==> config.mk <==
export PLATFORM = sky130hd
export DESIGN_NAME = named_refcount_slot_table_flat
export DESIGN_NICKNAME = d
export VERILOG_FILES = /design/src/rtl/rcst_pkg.sv /design/src/rtl/rcst_if.sv /design/src/rtl/named_refcount_slot_table.sv /design/src/rtl/rcst_mem.sv /design/src/rtl/rcst_ctrl.sv /design/src/flat_wrapper.sv
export SDC_FILE = /design/constraint.sdc
export NUM_CORES = 1
export LEC_CHECK = 0
export BUFFER_PORTS_ARGS = -buffer_cell sky130_fd_sc_hd__buf_4
export CAP_MARGIN = 30
export CELL_PAD_IN_SITES_DETAIL_PLACEMENT = 1
export CELL_PAD_IN_SITES_GLOBAL_PLACEMENT = 1
export CORE_MARGIN = 2
export CORE_UTILIZATION = 49
export CTS_CLUSTER_SIZE = 16
export DETAILED_ROUTE_END_ITERATION = 10
export HOLD_SLACK_MARGIN = 0.1
export MAX_ROUTING_LAYER = met4
export PLACE_DENSITY = 0.81
export SYNTH_ARGS = -nofsm -noshare
export SYNTH_HDL_FRONTEND = slang
export SYNTH_SLANG_ARGS = --single-unit
==> constraint.sdc <==
create_clock -name clock -period 10.7 [get_ports clock]
set_input_delay 2.14 -clock clock [delete_from_list [all_inputs] [get_ports clock]]
set_output_delay 2.14 -clock clock [all_outputs]
set_load 0.02 [all_outputs]
==> src/rtl/rcst_pkg.sv <==
// Package for the named refcount slot table.
// Holds field widths, opcode and status codes, FSM states, memory entry type
// and the name helpers. No dependencies.
package rcst_pkg;

   // Defaults for the top-level parameters
   localparam int SLOTS_DEF      = 8;
   localparam int NAME_BYTES_DEF = 8;

   // Fixed field widths
   localparam int KEY_W       = 64;
   localparam int BYTE_W      = 8;
   localparam int KEY_BYTES   = KEY_W / BYTE_W;
   localparam int SLOT_FLD_W  = 3;
   localparam int REFS_W      = 16;

   // Request opcodes
   localparam logic OP_OPEN    = 1'b0;
   localparam logic OP_RELEASE = 1'b1;

   // Response status codes
   typedef enum logic [2:0] {
      STAT_FOUND    = 3'd0,
      STAT_ALLOC    = 3'd1,
      STAT_FULL     = 3'd2,
      STAT_RELEASED = 3'd3,
      STAT_IGNORED  = 3'd4
   } status_type;

   // Controller states
   typedef enum logic [1:0] {
      ST_IDLE,
      ST_SCAN,
      ST_RESP
   } state_type;

   // One slot entry as kept in the slot memory
   typedef struct packed {
      logic [KEY_W-1:0]  name;
      logic [REFS_W-1:0] refs;
   } entry_type;

   // Keep the first nb name bytes, zero the rest
   function automatic logic [KEY_W-1:0] name_mask(logic [KEY_W-1:0] key, int nb);
      logic [KEY_W-1:0] masked;
      masked = '0;
      for (int i = 0; i < KEY_BYTES; i++) begin
         if (i < nb) begin
            masked[i*BYTE_W +: BYTE_W] = key[i*BYTE_W +: BYTE_W];
         end
      end
      return masked;
   endfunction

   // Compare byte by byte up to and including the first zero byte
   function automatic logic names_match(logic [KEY_W-1:0] a, logic [KEY_W-1:0] b);
      logic result;
      logic stop;
      result = 1'b1;
      stop   = 1'b0;
      for (int i = 0; i < KEY_BYTES; i++) begin
         if (!stop) begin
            if (a[i*BYTE_W +: BYTE_W] != b[i*BYTE_W +: BYTE_W]) begin
               result = 1'b0;
               stop   = 1'b1;
            end else if (a[i*BYTE_W +: BYTE_W] == '0) begin
               stop = 1'b1;
            end
         end
      end
      return result;
   endfunction

endpackage

==> src/rtl/rcst_if.sv <==
// Valid/ready channel interfaces for the named refcount slot table.
// Depends on rcst_pkg for field widths and the status type.
interface rcst_req_if;
   logic                            valid;
   logic                            ready;
   logic                            op;
   logic [rcst_pkg::KEY_W-1:0]      name_key;
   logic [rcst_pkg::SLOT_FLD_W-1:0] slot;

   modport source (output valid, op, name_key, slot, input ready);
   modport sink   (input valid, op, name_key, slot, output ready);
endinterface

interface rcst_rsp_if;
   logic                            valid;
   logic                            ready;
   rcst_pkg::status_type            status;
   logic [rcst_pkg::SLOT_FLD_W-1:0] slot_out;
   logic [rcst_pkg::REFS_W-1:0]     ref_count;

   modport source (output valid, status, slot_out, ref_count, input ready);
   modport sink   (input valid, status, slot_out, ref_count, output ready);
endinterface

==> src/rtl/named_refcount_slot_table.sv <==
// Named refcount slot table. One item is in work at a time. A release, or an
// open on a full table, gives its result the cycle after acceptance. An open
// scans the slot memory one entry per cycle through its single read port and
// compares each entry in the cycle after its read; its result is registered
// when slot i holds the name, or after the last slot is checked when a new
// slot is allocated. The next item is accepted the cycle after the result is
// taken. All slots are free right after reset; there is no clearing pass.
// Depends on rcst_pkg, rcst_if, rcst_mem and rcst_ctrl.
module named_refcount_slot_table #(
   parameter int SLOTS      = rcst_pkg::SLOTS_DEF,
   parameter int NAME_BYTES = rcst_pkg::NAME_BYTES_DEF
) (
   input  logic        clock,
   input  logic        reset,
   rcst_req_if.sink    req_ch,
   rcst_rsp_if.source  rsp_ch
);
   localparam int IDX_W = (SLOTS > 1) ? $clog2(SLOTS) : 1;

   logic                mem_wr_en;
   logic [IDX_W-1:0]    mem_wr_addr;
   rcst_pkg::entry_type mem_wr_data;
   logic                mem_rd_en;
   logic [IDX_W-1:0]    mem_rd_addr;
   rcst_pkg::entry_type mem_rd_data;

   rcst_ctrl #(
      .SLOTS      (SLOTS),
      .NAME_BYTES (NAME_BYTES),
      .IDX_W      (IDX_W)
   ) u_ctrl (
      .clock       (clock),
      .reset       (reset),
      .req         (req_ch),
      .rsp         (rsp_ch),
      .mem_wr_en   (mem_wr_en),
      .mem_wr_addr (mem_wr_addr),
      .mem_wr_data (mem_wr_data),
      .mem_rd_en   (mem_rd_en),
      .mem_rd_addr (mem_rd_addr),
      .mem_rd_data (mem_rd_data)
   );

   rcst_mem #(
      .DEPTH  (SLOTS),
      .ADDR_W (IDX_W)
   ) u_mem (
      .clock   (clock),
      .wr_en   (mem_wr_en),
      .wr_addr (mem_wr_addr),
      .wr_data (mem_wr_data),
      .rd_en   (mem_rd_en),
      .rd_addr (mem_rd_addr),
      .rd_data (mem_rd_data)
   );

   // A release answers in the next cycle with a released or ignored status for that slot
   a_release_resp: assert property (@(posedge clock) disable iff (reset)
      (req_ch.valid && req_ch.ready && req_ch.op == rcst_pkg::OP_RELEASE) |=>
      (rsp_ch.valid && rsp_ch.ref_count == '0 && rsp_ch.slot_out == $past(req_ch.slot)
       && (rsp_ch.status == rcst_pkg::STAT_RELEASED
           || rsp_ch.status == rcst_pkg::STAT_IGNORED)))
      else $error("release did not answer next cycle");

   // No new item is taken while a result is pending
   a_one_item: assert property (@(posedge clock) disable iff (reset)
      rsp_ch.valid |-> !req_ch.ready)
      else $error("request accepted while result pending");

   // A fresh slot always starts at one reference
   a_alloc_one: assert property (@(posedge clock) disable iff (reset)
      (rsp_ch.valid && rsp_ch.status == rcst_pkg::STAT_ALLOC) |-> rsp_ch.ref_count == 1)
      else $error("allocated slot count is not one");

   // A full table reports slot zero and count zero
   a_full_zero: assert property (@(posedge clock) disable iff (reset)
      (rsp_ch.valid && rsp_ch.status == rcst_pkg::STAT_FULL) |->
      (rsp_ch.slot_out == '0 && rsp_ch.ref_count == '0))
      else $error("full result carries nonzero fields");
endmodule

==> src/rtl/rcst_mem.sv <==
// Slot memory: name and reference count per slot, one write and one read
// port, registered read data. Depends on rcst_pkg for the entry type.
module rcst_mem #(
   parameter int DEPTH  = rcst_pkg::SLOTS_DEF,
   parameter int ADDR_W = (DEPTH > 1) ? $clog2(DEPTH) : 1
) (
   input  logic                      clock,
   input  logic                      wr_en,
   input  logic [ADDR_W-1:0]         wr_addr,
   input  rcst_pkg::entry_type       wr_data,
   input  logic                      rd_en,
   input  logic [ADDR_W-1:0]         rd_addr,
   output rcst_pkg::entry_type       rd_data
);
   rcst_pkg::entry_type store_ff [DEPTH];
   rcst_pkg::entry_type rd_data_ff;

   // Write entry
   always_ff @(posedge clock) begin
      if (wr_en) begin
         store_ff[wr_addr] <= wr_data;
      end
   end

   // Read entry, registered
   always_ff @(posedge clock) begin
      if (rd_en) begin
         rd_data_ff <= store_ff[rd_addr];
      end
   end

   assign rd_data = rd_data_ff;
endmodule

==> src/rtl/rcst_ctrl.sv <==
// Controller of the slot table: request handshake, slot valid bits, active
// count, name scan over the slot memory and the response register.
// Depends on rcst_pkg and the channel interfaces in rcst_if.
module rcst_ctrl #(
   parameter int SLOTS      = rcst_pkg::SLOTS_DEF,
   parameter int NAME_BYTES = rcst_pkg::NAME_BYTES_DEF,
   parameter int IDX_W      = (SLOTS > 1) ? $clog2(SLOTS) : 1
) (
   input  logic                 clock,
   input  logic                 reset,
   rcst_req_if.sink             req,
   rcst_rsp_if.source           rsp,
   output logic                 mem_wr_en,
   output logic [IDX_W-1:0]     mem_wr_addr,
   output rcst_pkg::entry_type  mem_wr_data,
   output logic                 mem_rd_en,
   output logic [IDX_W-1:0]     mem_rd_addr,
   input  rcst_pkg::entry_type  mem_rd_data
);
   localparam int CNT_W = $clog2(SLOTS + 1);
   localparam logic [IDX_W-1:0] LAST_IDX = IDX_W'(SLOTS - 1);

   rcst_pkg::state_type              state_ff, state_in;
   logic [SLOTS-1:0]                 valid_ff, valid_in;
   logic [CNT_W-1:0]                 count_ff, count_in;
   logic [rcst_pkg::KEY_W-1:0]       key_ff, key_in;
   logic [IDX_W-1:0]                 scan_idx_ff, scan_idx_in;
   logic                             issue_done_ff, issue_done_in;
   logic                             chk_vld_ff, chk_vld_in;
   logic [IDX_W-1:0]                 chk_idx_ff, chk_idx_in;
   logic                             free_vld_ff, free_vld_in;
   logic [IDX_W-1:0]                 free_idx_ff, free_idx_in;
   rcst_pkg::status_type             status_ff, status_in;
   logic [rcst_pkg::SLOT_FLD_W-1:0]  slot_out_ff, slot_out_in;
   logic [rcst_pkg::REFS_W-1:0]      refs_ff, refs_in;

   logic                             accept;
   logic                             full;
   logic                             sel_ok;
   logic [IDX_W-1:0]                 sel_idx;
   logic                             issue;
   logic                             hit;
   logic                             last_chk;
   logic                             free_here;
   logic [IDX_W-1:0]                 alloc_idx;
   logic [rcst_pkg::REFS_W-1:0]      refs_inc;

   // Handshake and scan status
   always_comb begin
      accept    = req.valid && (state_ff == rcst_pkg::ST_IDLE);
      full      = (count_ff == CNT_W'(SLOTS));
      sel_idx   = IDX_W'(req.slot);
      sel_ok    = (32'(req.slot) < SLOTS) && valid_ff[sel_idx];
      issue     = (state_ff == rcst_pkg::ST_SCAN) && !issue_done_ff;
      hit       = chk_vld_ff && valid_ff[chk_idx_ff]
                  && rcst_pkg::names_match(mem_rd_data.name, key_ff);
      last_chk  = chk_vld_ff && (chk_idx_ff == LAST_IDX);
      free_here = chk_vld_ff && !valid_ff[chk_idx_ff];
      alloc_idx = free_vld_ff ? free_idx_ff : chk_idx_ff;
      refs_inc  = (mem_rd_data.refs == '1) ? mem_rd_data.refs
                                           : mem_rd_data.refs + 1'b1;
   end

   // Next state
   always_comb begin
      state_in = state_ff;
      case (state_ff)
         rcst_pkg::ST_IDLE: begin
            if (accept) begin
               if (req.op == rcst_pkg::OP_RELEASE || full) begin
                  state_in = rcst_pkg::ST_RESP;
               end else begin
                  state_in = rcst_pkg::ST_SCAN;
               end
            end
         end
         rcst_pkg::ST_SCAN: begin
            if (hit || last_chk) begin
               state_in = rcst_pkg::ST_RESP;
            end
         end
         rcst_pkg::ST_RESP: begin
            if (rsp.ready) begin
               state_in = rcst_pkg::ST_IDLE;
            end
         end
         default: state_in = rcst_pkg::ST_IDLE;
      endcase
   end

   // Datapath and memory control
   always_comb begin
      valid_in      = valid_ff;
      count_in      = count_ff;
      key_in        = key_ff;
      scan_idx_in   = scan_idx_ff;
      issue_done_in = issue_done_ff;
      chk_vld_in    = chk_vld_ff;
      chk_idx_in    = chk_idx_ff;
      free_vld_in   = free_vld_ff;
      free_idx_in   = free_idx_ff;
      status_in     = status_ff;
      slot_out_in   = slot_out_ff;
      refs_in       = refs_ff;
      mem_wr_en     = 1'b0;
      mem_wr_addr   = chk_idx_ff;
      mem_wr_data   = '{name: key_ff, refs: refs_inc};
      mem_rd_en     = issue;
      mem_rd_addr   = scan_idx_ff;
      case (state_ff)
         rcst_pkg::ST_IDLE: begin
            if (accept) begin
               key_in        = rcst_pkg::name_mask(req.name_key, NAME_BYTES);
               scan_idx_in   = '0;
               issue_done_in = 1'b0;
               chk_vld_in    = 1'b0;
               free_vld_in   = 1'b0;
               refs_in       = '0;
               if (req.op == rcst_pkg::OP_RELEASE) begin
                  // Release: clear the slot if it is active
                  slot_out_in = req.slot;
                  if (sel_ok) begin
                     valid_in[sel_idx] = 1'b0;
                     count_in          = count_ff - 1'b1;
                     status_in         = rcst_pkg::STAT_RELEASED;
                  end else begin
                     status_in = rcst_pkg::STAT_IGNORED;
                  end
               end else begin
                  status_in   = rcst_pkg::STAT_FULL;
                  slot_out_in = '0;
               end
            end
         end
         rcst_pkg::ST_SCAN: begin
            // Advance the read pointer, check the entry read last cycle
            chk_vld_in = issue;
            chk_idx_in = scan_idx_ff;
            if (issue) begin
               scan_idx_in   = scan_idx_ff + 1'b1;
               issue_done_in = (scan_idx_ff == LAST_IDX);
            end
            if (free_here && !free_vld_ff) begin
               free_vld_in = 1'b1;
               free_idx_in = chk_idx_ff;
            end
            if (hit) begin
               // Existing name: bump the saturating count
               mem_wr_en   = 1'b1;
               status_in   = rcst_pkg::STAT_FOUND;
               slot_out_in = rcst_pkg::SLOT_FLD_W'(chk_idx_ff);
               refs_in     = refs_inc;
            end else if (last_chk) begin
               // No match: take the lowest free slot
               mem_wr_en            = 1'b1;
               mem_wr_addr          = alloc_idx;
               mem_wr_data          = '{name: key_ff, refs: rcst_pkg::REFS_W'(1)};
               valid_in[alloc_idx]  = 1'b1;
               count_in             = count_ff + 1'b1;
               status_in            = rcst_pkg::STAT_ALLOC;
               slot_out_in          = rcst_pkg::SLOT_FLD_W'(alloc_idx);
               refs_in              = rcst_pkg::REFS_W'(1);
            end
         end
         default: begin
         end
      endcase
   end

   // Control registers
   always_ff @(posedge clock) begin
      if (reset) begin
         state_ff      <= rcst_pkg::ST_IDLE;
         valid_ff      <= '0;
         count_ff      <= '0;
         issue_done_ff <= 1'b0;
         chk_vld_ff    <= 1'b0;
         free_vld_ff   <= 1'b0;
      end else begin
         state_ff      <= state_in;
         valid_ff      <= valid_in;
         count_ff      <= count_in;
         issue_done_ff <= issue_done_in;
         chk_vld_ff    <= chk_vld_in;
         free_vld_ff   <= free_vld_in;
      end
   end

   // Payload registers
   always_ff @(posedge clock) begin
      key_ff      <= key_in;
      scan_idx_ff <= scan_idx_in;
      chk_idx_ff  <= chk_idx_in;
      free_idx_ff <= free_idx_in;
      status_ff   <= status_in;
      slot_out_ff <= slot_out_in;
      refs_ff     <= refs_in;
   end

   // Channel outputs
   always_comb begin
      req.ready     = (state_ff == rcst_pkg::ST_IDLE);
      rsp.valid     = (state_ff == rcst_pkg::ST_RESP);
      rsp.status    = status_ff;
      rsp.slot_out  = slot_out_ff;
      rsp.ref_count = refs_ff;
   end
endmodule

==> src/flat_wrapper.sv <==
// flat-port wrapper written by rule: the top's interface ports become plain ports
module named_refcount_slot_table_flat 
#(
   parameter int SLOTS      = rcst_pkg::SLOTS_DEF,
   parameter int NAME_BYTES = rcst_pkg::NAME_BYTES_DEF
)
  (clock, reset, req_ch_valid, req_ch_op, req_ch_name_key, req_ch_slot, req_ch_ready, rsp_ch_valid, rsp_ch_status, rsp_ch_slot_out, rsp_ch_ref_count, rsp_ch_ready);
  rcst_req_if req_ch_i ();
  rcst_rsp_if rsp_ch_i ();
  input  logic clock;
  input  logic reset;
  input wire logic [$bits(req_ch_i.valid)-1:0] req_ch_valid;
  input wire logic [$bits(req_ch_i.op)-1:0] req_ch_op;
  input wire logic [$bits(req_ch_i.name_key)-1:0] req_ch_name_key;
  input wire logic [$bits(req_ch_i.slot)-1:0] req_ch_slot;
  output wire logic [$bits(req_ch_i.ready)-1:0] req_ch_ready;
  output wire logic [$bits(rsp_ch_i.valid)-1:0] rsp_ch_valid;
  output wire logic [$bits(rsp_ch_i.status)-1:0] rsp_ch_status;
  output wire logic [$bits(rsp_ch_i.slot_out)-1:0] rsp_ch_slot_out;
  output wire logic [$bits(rsp_ch_i.ref_count)-1:0] rsp_ch_ref_count;
  input wire logic [$bits(rsp_ch_i.ready)-1:0] rsp_ch_ready;
  assign req_ch_i.valid = req_ch_valid;
  assign req_ch_i.op = req_ch_op;
  assign req_ch_i.name_key = req_ch_name_key;
  assign req_ch_i.slot = req_ch_slot;
  assign req_ch_ready = req_ch_i.ready;
  assign rsp_ch_valid = rsp_ch_i.valid;
  assign rsp_ch_status = rsp_ch_i.status;
  assign rsp_ch_slot_out = rsp_ch_i.slot_out;
  assign rsp_ch_ref_count = rsp_ch_i.ref_count;
  assign rsp_ch_i.ready = rsp_ch_ready;
  named_refcount_slot_table #(.SLOTS(SLOTS), .NAME_BYTES(NAME_BYTES)) u_core (.clock(clock), .reset(reset), .req_ch(req_ch_i), .rsp_ch(rsp_ch_i));
endmodule
Word level (Yosys, flattened, before mapping)
Memory sizes are Yosys's and may differ from the RTL's. A register that Yosys moved wholly into a read port is not among the register bits.
Cells that the tools add are included.
{ "word_totals": {"regBits": 112, "latchBits": 0, "ram_bits": 640, "rom_bits": 0, "inputBits": 72, "word_cells": 178, "n_memories": 1} }
{ "classes": {"n_addsub": 4, "multipliers": 0, "n_div": 0, "magnitude_cmp": 5, "eq_ne": 24, "shift": 0, "n_mux": 97, "bitwise": 3, "reduce_logical": 31} }
{ "mem_list": {"columns": ["memory", "words", "width", "rd", "rd_ports_with_merged_regs", "wr", "line_no", "source"], "rows": [
  ["u_core.u_mem.store_ff", 8, 80, 1, 1, 1, "rcst_mem.sv:15", "rcst_pkg::entry_type store_ff [DEPTH];"]
]} }
{ "ops": {"columns": ["op", "count"], "rows": [
  ["16-bit 2-to-1 mux", 7],
  ["8-bit inequality test", 8],
  ["8-bit zero test", 7],
  ["1-bit 2-to-1 mux", 47],
  ["3-bit 2-to-1 mux", 15],
  ["8-bit 2-to-1 mux", 5],
  ["16-bit case mux with 2 select lines", 1],
  ["4-bit 2-to-1 mux", 5],
  ["3-bit case mux with 2 select lines", 3],
  ["16-bit by 1-bit adder with 16-bit output, second input constant", 1],
  ["16-bit == test, second input constant", 1],
  ["8-bit case mux with 2 select lines", 1],
  ["3-bit by 4-bit less-than comparator with 1-bit output, second input constant", 3],
  ["2-bit by 1-bit inequality test with 1-bit output, second input constant", 6],
  ["3-bit AND reduction", 4],
  ["1-bit logical AND", 9],
  ["8-bit bitwise AND", 1],
  ["2-bit 2-to-1 mux", 4],
  ["8-bit inverter", 1],
  ["8-bit OR", 1],
  ["4-bit case mux with 2 select lines", 1],
  ["1-bit binary-select mux with 3-bit select", 2],
  ["1-bit demux with 3-bit select", 2],
  ["3-bit == test, second input constant", 2],
  ["other kinds (17)", 27]
]} }

Depth between registers and ports, before layout
Gate-level depths: netlist of run 1.
{ "logic_depth": {"word_depth": 21, "ltp_mapped": 9, "depth_no_buf": 8} }

Hierarchy
Synthesis of run 1 repeated with hierarchy kept, for this count alone.
{ "hier_totals": {"cells_unflattened": 1499, "area_unflattened_um2": 32053.2} }
{ "by_module_without_submodules": {"columns": ["module", "instances", "cells_per_inst", "area_each_um2", "seq_area_each_um2"], "rows": [
  ["rcst_mem", 1, 1018, 26455.4, 21620.7],
  ["rcst_ctrl", 1, 481, 5597.9, 3193.1]
]} }

Worst setup path before layout of run 1
Ideal clock, no wire load.
{ "synth_timing": {"path_kind": "register to register", "from": "reg u_core.u_ctrl.key_ff[4] (netlist name)", "to": "mem u_core.u_mem.store_ff[3][0] (netlist name), enable pin", "setup_time_ns": 0.763, "arrival_ns": 10.612, "required_time_ns": 9.937, "path_slack_ns": -0.675, "stages_incl_launch_ff": 8, "n_path_buf": 0, "synth_period_minus_slack_ns": 11.375, "cell_sequence": "edfxtp_1 -> xor2_1 -> nor4_2 -> nand4_1 -> a2111oi_4 -> a31oi_4 -> o31a_1 -> a2111oi_1"} }
{ "synth_between": {"elab_chain_len": 21, "word_cells_on_any_way": 30} }
{ "synth_lines": {"columns": ["element", "line_no", "source"], "rows": [
  ["start, declared", "rcst_ctrl.sv:26", "logic [rcst_pkg::KEY_W-1:0] key_ff, key_in;"],
  ["start signal, assigned", "rcst_ctrl.sv:191", "key_ff <= key_in;"],
  ["8-bit inequality test (*)", "rcst_pkg.sv:63", "if (a[i*BYTE_W +: BYTE_W] != b[i*BYTE_W +: BYTE_W]) begin"],
  ["1-bit 2-to-1 mux (2 in series)", "rcst_pkg.sv:63", null],
  ["1-bit 2-to-1 mux", "rcst_pkg.sv:62", "if (!stop) begin"],
  ["1-bit 2-to-1 mux", "rcst_pkg.sv:63", null],
  ["1-bit 2-to-1 mux", "rcst_pkg.sv:62", null],
  ["1-bit 2-to-1 mux", "rcst_pkg.sv:63", null],
  ["1-bit 2-to-1 mux", "rcst_pkg.sv:62", null],
  ["1-bit 2-to-1 mux", "rcst_pkg.sv:63", null],
  ["(+4 left out)", null, null],
  ["1-bit 2-to-1 mux", "rcst_pkg.sv:62", null],
  ["1-bit 2-to-1 mux", "rcst_pkg.sv:63", null],
  ["1-bit 2-to-1 mux (*)", "rcst_pkg.sv:62", null],
  ["1-bit logical AND (*)", "rcst_ctrl.sv:56", "&& rcst_pkg::names_match(mem_rd_data.name, key_ff);"],
  ["1-bit 2-to-1 mux", "rcst_ctrl.sv:147", "if (hit) begin"],
  ["1-bit 2-to-1 mux", "rcst_ctrl.sv:110", "case (state_ff)"],
  ["1-bit 2-to-1 mux", "rcst_mem.sv:20", "if (wr_en) begin"],
  ["1-bit 2-to-1 mux (not written as such)", "rcst_mem.sv:21", "store_ff[wr_addr] <= wr_data;"],
  ["end, declared", "rcst_mem.sv:15", null]
]} }
Mark *: on every way between the ends. The rest lies on a longest branch, timed or not.

Worst setup path in the final report of run 1
{ "layout_timing": {"from": "reg u_core.u_ctrl.key_ff[26] (netlist name)", "to": "mem u_core.u_mem.store_ff[3][4] (netlist name), enable pin"} }
{ "layout_between": {"elab_chain_len": 16, "word_cells_on_any_way": 23} }
{ "layout_lines": {"columns": ["element", "line_no"], "rows": [
  ["8-bit inequality test (*)", "rcst_pkg.sv:63"],
  ["1-bit 2-to-1 mux", "rcst_pkg.sv:63"],
  ["1-bit 2-to-1 mux", "rcst_pkg.sv:62"],
  ["1-bit 2-to-1 mux", "rcst_pkg.sv:63"],
  ["1-bit 2-to-1 mux", "rcst_pkg.sv:62"],
  ["1-bit 2-to-1 mux", "rcst_pkg.sv:63"],
  ["1-bit 2-to-1 mux", "rcst_pkg.sv:62"],
  ["1-bit 2-to-1 mux", "rcst_pkg.sv:63"],
  ["1-bit 2-to-1 mux", "rcst_pkg.sv:62"],
  ["1-bit 2-to-1 mux", "rcst_pkg.sv:63"],
  ["1-bit 2-to-1 mux (*)", "rcst_pkg.sv:62"],
  ["1-bit logical AND (*)", "rcst_ctrl.sv:56"],
  ["1-bit 2-to-1 mux", "rcst_ctrl.sv:147"],
  ["1-bit 2-to-1 mux", "rcst_ctrl.sv:110"],
  ["1-bit 2-to-1 mux", "rcst_mem.sv:20"],
  ["1-bit 2-to-1 mux (not written as such)", "rcst_mem.sv:21"]
]} }
Marked as above.

==> results.py, run 1 <==
metrics = {
    "layout": {
        "regArea_um2": 24800,
        "area_growth_pct": 14.7,
        "nFillCells": 5501,
        "finalNetCount": 1726,
        "antenna_cells": 0,
        "multi_input_area_um2": 7030,
        "drive_gt1_share_pct": 30.2,
    },
    "critical_path": {
        "endpoint_kind": "register",
        "worstPathMaxFanout": 55,
        "cp.required_ps": 10940,
        "critPathArrivalTime_ps": 5270,
        "worstSetupStartpointType": "register",
        "critical_path_class": "register to register",
    },
    "timing": {
        "finalClockSkew_ps": 28.2,
        "hold_viol": 0,
        "finalCritPeriodShare_pct": 47.0,
        "rsz0062_at_grt": "no",
        "final-setup-viol-count": 0,
        "fmax_ghz": 0.199,
        "tns_ps": 0,
        "timing.hold.ws_ps": 525,
        "drv_slew": 0,
        "period_needed_ps": 5030,
        "tightest_slew_ps": 1230,
        "relSlewSlack_pct": 18.1,
    },
    "grt": {
        "grt-ovfl-total": 0,
        "grtUsageMet2_pct": 35.3,
        "use_met1_pct": 30.7,
        "grt_max_degree": 163,
        "busiest_layer": "met2",
        "met3_usage_pct": 3.32,
        "grt_pass1_wl_mm": 109,
        "antenna_found_initial": 0,
        "gr-usage-all-layers_pct": 22.6,
        "grt_pass1_vias": 16801,
    },
    "outcome": {
        "status": "finished, final reports clean",
    },
    "synth": {
        "ys_async_sr_fraction_pct": 0,
        "ys_ff_latch": 832,
        "ys_types": 62,
        "yosysWarnings": 0,
        "synth-main-ff-cell": "edfxtp_1",
        "yosysSeqAreaShare_pct": 77.5,
        "netlist_instances": 1495,
        "syn_area_per_cell_um2": 21.4,
        "synth.net_count": 1573,
        "synth.cell_area_um2": 32000,
        "synth_edf_count": 815,
    },
    "detailed_routing": {
        "drc": 0,
        "drt-initial-drc-count": 1348,
        "drt-total-wl_mm": 71.6,
        "routedWlPerCell_um": 27.8,
        "firstDrtPassIters": 5,
        "viasPerCell": 5.98,
        "vias": 15383,
        "final_antenna_net_count": 0,
    },
    "pwr": {
        "max-vdd-ir-drop_v": 0.000138,
        "p_leak_nw": 11.7,
        "pwr_density_cell_nw_per_um2": 196,
        "p_total_mw": 7.19,
    },
    "floorplan": {
        "io_pins": 96,
        "die_area_um2": 67400,
        "fp.dieW_um": 260,
        "core_area_um2": 64600,
        "start_util_pct": 49.6,
        "placementRows": 93,
        "die_y_um": 260,
    },
    "clock_network": {
        "clk_path_buf_depth": 3,
        "cts_made_buffers": 84,
        "cts_hold_buf": 0,
        "post_cts_resize_count": 0,
        "clk_pin_slew_ps": 60,
        "ctsHtreeMaxLevel": 3,
        "clkSinkCount": 832,
        "post-cts-setup-buffers": 0,
        "cts_tree": "done",
        "clkLatencyLatePin_ps": 640,
        "cts-root-buf": "clkbuf_16",
    },
    "place": {
        "hpwl_mm": 38.8,
        "gp_congestion": 0.815,
        "portBuffers": 95,
    },
    "min_path": {
        "worstHoldPathType": "register to register",
    },
    "job": {
        "max-cap-violations": 0,
    },
}
[worst max-delay path, cell delays in order (launching register included)]
cell and delay [ps]:
edfxtp_1 510, xnor2_1 270, nand4_1 240, nor4_1 500
nand4_1 410, nand3_1 340, nand2_2 460, a2111oi_4 450
buf_4 550, buf_4 880
[routing by layer]
metal,up-vias,wire (um)
met5,-,0
li1,6468,-
met3,130,4130
met2,609,35500
met4,0,1920
met1,8176,30000
[kinds of logic after synthesis]
logic type / Yosys count / share of synthesized area [%]
AO/OA/AOI/OAI: 60 / 1.53
XOR/XNOR: 76 / 2.08
adder cells (fa/ha/maj): 6 / 0.258
buffers and inverters: 67 / 0.836
flip-flops: 832 / 77.5
multiplexers: 255 / 14.6
AND/OR/NAND/NOR: 199 / 3.18
[cell usage after synthesis (all sizes together) (17+ instances only)]
cell type | number | share of area (%)
nor2 | 51 | 0.60
nor3 | 21 | 0.33
clkbuf | 34 | 0.40
mux4 | 162 | 11
dfxtp | 17 | 1.1
nor4 | 21 | 0.49
xor2 | 32 | 0.88
mux2 | 84 | 3.0
buf | 25 | 0.34
xnor2 | 44 | 1.2
nand2 | 41 | 0.49
edfxtp | 815 | 76
[layout make-up]
type                            instances  share of cell area (%)
Inverter                                8                  0.0852
Clock buffer                          104                    6.04
Tap cell                              855                    2.91
Sequential cell                       832                    67.6
Clock inverter                         51                    1.50
Timing Repair Buffer                  126                    2.76
Multi-Input combinational cell        596                    19.1
[worst paths after layout]
path,to,startpoint,cells past startpoint,slack [ps]
max,u_core.u_mem.store_ff[3][4],u_core.u_ctrl.key_ff[26],9,5670
min,u_core.u_ctrl.state_ff[0],u_core.u_ctrl.state_ff[1],1,530
max reg2reg,u_core.u_mem.store_ff[3][4],u_core.u_ctrl.key_ff[26],9,5670
min reg2reg,u_core.u_ctrl.state_ff[0],u_core.u_ctrl.state_ff[1],1,530
[flip-flops by register name, summed over array words and instances, names as in the netlist]
register,cells
u_core.u_ctrl.rsp.status,3
u_core.u_ctrl.free_vld_ff,1
u_core.u_ctrl.rsp.slot_out,3
u_core.u_ctrl.rsp.ref_count,16
u_core.u_ctrl.state_ff,2
u_core.u_ctrl.key_ff,64
u_core.u_ctrl.free_idx_ff,3
u_core.u_mem.rd_data,80
u_core.u_ctrl.valid_ff,8
u_core.u_ctrl.mem_rd_addr,3
u_core.u_ctrl.issue_done_ff,1
u_core.u_ctrl.chk_vld_ff,1
u_core.u_ctrl.chk_idx_ff,3
u_core.u_ctrl.count_ff,4
u_core.u_mem.store_ff,640
[metrics by stage]
stage | setup WS, ps | std cells | instance area [um2] | util (%)
final | 5670 | 2572 | 36700 | 56.9
after floorplan | 2580 | 1495 | 32000 | -
after detailed placement | 5690 | 2416 | 34000 | 52.6
after global routing | 5380 | 2572 | 36700 | 56.9
after CTS | 5610 | 2571 | 36700 | 56.9
after global placement | 5580 | 2412 | 33900 | 52.5
[cell usage in the layout (no fill, tap or decap), types with 8 or more instances in the layout]
master	count
a21oi_1	12
mux4_2	160
dfxtp_1	17
nand3_1	14
nand2_1	40
buf_4	120
xor2_1	32
clkinv_1	12
nor2_1	50
nand4_1	16
a21o_1	8
nor3_1	18
nor4_1	17
xnor2_1	44
clkinv_2	16
clkbuf_16	86
bufinv_16	10
edfxtp_1	815
mux2_2	84
clkbuf_1	18
mux2i_1	9
[power by group]
| part | internal (mW) | switching, mW |
|---|---|---|
| registers | 3.67 | 0.0704 |
| clock network | 1.73 | 1.23 |
| logic | 0.237 | 0.251 |
No activity file was read; power rests on OpenSTA's default activity.
==> inputs of run 2 (changes only) <==
--- a/config.mk
+++ b/config.mk
@@ -5,12 +5,13 @@
 export SDC_FILE = /design/constraint.sdc
 export NUM_CORES = 1
 export LEC_CHECK = 0
+export ABC_AREA = 1
 export BUFFER_PORTS_ARGS = -buffer_cell sky130_fd_sc_hd__buf_4
 export CAP_MARGIN = 30
 export CELL_PAD_IN_SITES_DETAIL_PLACEMENT = 1
 export CELL_PAD_IN_SITES_GLOBAL_PLACEMENT = 1
 export CORE_MARGIN = 2
-export CORE_UTILIZATION = 49
+export CORE_UTILIZATION = 46
 export CTS_CLUSTER_SIZE = 16
 export DETAILED_ROUTE_END_ITERATION = 10
 export HOLD_SLACK_MARGIN = 0.1
==> constraint.sdc (replaced) <==
create_clock -name clock -period 4.1 [get_ports clock]
set_input_delay 0.82 -clock clock [delete_from_list [all_inputs] [get_ports clock]]
set_output_delay 0.82 -clock clock [all_outputs]
set_load 0.02 [all_outputs]
==> results.py, run 2 <==
metrics = {
    "outcome": {
        "status": "finished, final reports clean",
    },
    "critical_path": {
        "cp.required_ps": 4420,
        "critical_path_class": "register to register",
        "reg2reg_from": "u_core.u_ctrl.chk_idx_ff[0]",
        "r2r.worst_path.cells": 14,
        "critPathArrivalTime_ps": 4250,
        "worstPathMaxFanout": 17,
        "reg2reg_slack_ps": 170,
        "endpoint_kind": "register",
        "worstSetupStartpointType": "register",
        "worstReg2RegEnd": "u_core.u_mem.store_ff[6][68]",
    },
    "clock_network": {
        "clkSinkCount": 832,
        "ctsHtreeMaxLevel": 3,
        "cts-root-buf": "clkbuf_16",
        "clkLatencyLatePin_ps": 640,
        "clk_pin_slew_ps": 60,
        "post-cts-setup-buffers": 0,
        "cts_made_buffers": 87,
        "cts_hold_buf": 0,
        "post_cts_resize_count": 0,
        "clk_path_buf_depth": 3,
        "cts_tree": "done",
    },
    "timing": {
        "finalClockSkew_ps": 23.1,
        "final-setup-viol-count": 0,
        "rsz0062_at_grt": "no",
        "fmax_ghz": 0.254,
        "finalCritPeriodShare_pct": 95.9,
        "tns_ps": 0,
        "timing.hold.ws_ps": 366,
        "period_needed_ps": 3930,
        "relSlewSlack_pct": 26.8,
        "drv_slew": 0,
        "finalWorstSetupSlack_ps": 170,
        "tightest_slew_ps": 1100,
        "hold_viol": 0,
    },
    "floorplan": {
        "placementRows": 97,
        "die_area_um2": 73300,
        "die_y_um": 271,
        "start_util_pct": 46.6,
        "io_pins": 96,
        "core_area_um2": 70300,
        "fp.dieW_um": 271,
    },
    "synth": {
        "synth_top_family_by_area": "simple AND/OR/NAND/NOR gates",
        "synth-main-ff-cell": "edfxtp_1",
        "synth.cell_area_um2": 32700,
        "synth.area.top_cells": "edfxtp_1 75%, nor2_1 7.7%, o21ai_0 5.1%",
        "synth_area_leader_cell": "edfxtp_1",
        "synth_compound_area_share_pct": 9.06,
        "yosys.area_share.simple_pct": 10.6,
        "synth_common_cells": "815 x edfxtp_1, 671 x nor2_1, 336 x o21ai_0",
        "synth_top_area_share_pct": 74.8,
        "synth_most_common_cell": "edfxtp_1",
        "ys_async_sr_fraction_pct": 0,
        "ys_ff_latch": 832,
        "synth-adder-area-share_pct": 0.252,
        "synth_xor_area_share_pct": 1.69,
        "yosysSeqAreaShare_pct": 75.9,
        "synth_edf_count": 815,
        "synth.net_count": 2600,
        "ys_types": 44,
        "yosysWarnings": 0,
        "netlist_instances": 2522,
        "syn_area_per_cell_um2": 13.0,
        "muxShareOfSynthArea_pct": 0.0306,
    },
    "detailed_routing": {
        "drt-total-wl_mm": 85.4,
        "final_antenna_net_count": 0,
        "routedWlPerCell_um": 23.6,
        "firstDrtPassIters": 5,
        "drc": 0,
        "viasPerCell": 5.75,
        "drt-initial-drc-count": 1830,
        "vias": 20804,
    },
    "pwr": {
        "clkPwrFrac_pct": 38.6,
        "seq_power_share_pct": 49.7,
        "p_int_mw": 15.0,
        "max-vdd-ir-drop_v": 0.000307,
        "pwr_density_cell_nw_per_um2": 536,
        "p_leak_nw": 12.5,
        "comb_power_share_pct": 11.6,
        "swShare_pct": 25.5,
        "power.switching_mw": 5.14,
    },
    "place": {
        "hpwl_mm": 46.9,
        "portBuffers": 95,
        "place_ws_ps": 273,
        "placed_cells": 3469,
        "gp_congestion": 0.797,
    },
    "min_path": {
        "min_path_cells": 1,
        "worstHoldPathType": "primary input to register",
        "hold_end": "u_core.u_ctrl.key_ff[36]",
        "min_from": "req_ch_name_key[36]",
    },
    "layout": {
        "area_growth_pct": 14.9,
        "antenna_cells": 0,
        "top_register": "u_core.u_mem.store_ff",
        "final_core_utilization_pct": 53.5,
        "finalNonFillerCells": 3620,
        "finalNetCount": 2696,
        "final_cell_mix": "815 x edfxtp_1, 661 x nor2_1, 336 x o21ai_0",
        "drive_gt1_share_pct": 11.1,
        "largest_reg_flops": 640,
        "layout.cells.most_common": "edfxtp_1",
    },
    "grt": {
        "grt_pass1_vias": 22363,
        "gr-usage-all-layers_pct": 23.8,
        "grt_pass1_wl_mm": 131,
        "antenna_found_initial": 0,
        "grt_max_degree": 209,
        "grt-ovfl-total": 0,
    },
    "job": {
        "max-cap-violations": 0,
    },
}
run 2: cell types whose count changed in the layout (fill, tap and decap cells not counted), moves of 9 or more:
cell     previous run  this run
a31oi_1             2        81
buf_12              2        25
inv_1               6        67
mux2_2             84         0
mux4_2            160         0
nand2_1            40       129
nor2_1             50       661
nor2_4              1        10
nor3_1             18         7
o21ai_0             7       336
o22ai_1             0        81
run 2: power by group through the flow:
stage	clock [mW]	combinational (mW)	sequential, mW
4_1_cts	7.90	2.35	10.0
5_1_grt	8.19	2.58	10.0
2_1_floorplan	0	1.51	10.1
3_3_place_gp	0	2.14	10.1
6_report	7.78	2.34	10.0
3_5_place_dp	0	2.31	10.2
run 2: how the worst max path moves through the flow:
stage | endpoint | cells past startpoint | slack [ps] | from
6_report | u_core.u_mem.store_ff[6][68] | 14 | 170 | u_core.u_ctrl.chk_idx_ff[0]
5_1_grt | u_core.u_mem.store_ff[6][68] | 16 | 20 | u_core.u_ctrl.key_ff[63]
4_1_cts | u_core.u_mem.store_ff[6][68] | 14 | 220 | u_core.u_ctrl.chk_idx_ff[0]
3_5_place_dp | u_core.u_mem.store_ff[6][68] | 14 | 270 | u_core.u_ctrl.chk_idx_ff[0]
3_3_place_gp | u_core.u_mem.store_ff[6][68] | 14 | 520 | u_core.u_ctrl.key_ff[23]
2_1_floorplan | u_core.u_mem.store_ff[0][0] | 12 | -220 | u_core.u_ctrl.key_ff[9]
run 2: worst max-delay path, stage by stage (launching register included):
cell      delay, ps
edfxtp_1        600
a21oi_1         250
o21ai_0         120
nand2_1         110
nand2_1          60
nand2_1         150
nand3_1         140
nor2_1          120
nand2_1         110
nor2_2          280
nand3_2         150
o21ai_0         210
nand2_1         350
nor2_4          700
buf_12          270
run 2: cell type report:
class                           instances  area (um2)
Sequential cell                       832       24800
Clock inverter                         46         453
Fill cell                            6911       32700
Timing Repair Buffer                  142        1380
Clock buffer                          105        2330
Tap cell                              940        1180
Inverter                               74         293
Multi-Input combinational cell       1481        7140
run 2: cells by family after synthesis:
| kind of cell | Yosys count |
|---|---|
| flip-flops | 832 |
| AO/OA/AOI/OAI | 537 |
| multiplexers | 1 |
| AND/OR/NAND/NOR | 874 |
| adder cells (fa/ha/maj) | 6 |
| buffers and inverters | 209 |
| XOR/XNOR | 63 |
run 2: layer usage:
metal	vias up	part of all wire (%)	GRT usage, %
met2	736	52	41.1
met4	0	2.5	8.29
li1	9294	-	-
met1	10592	40	28.9
met3	182	5.3	3.01
met5	-	0	-
run 2: per-stage QoR:
| stage | total power, mW | cell area (um2) |
|---|---|---|
| final | 20.1 | 37600 |
| after CTS | 20.3 | 37600 |
| after global placement | 12.3 | 34800 |
| after detailed placement | 12.5 | 34800 |
| after floorplan | 11.6 | 32700 |
| after global routing | 20.8 | 37600 |
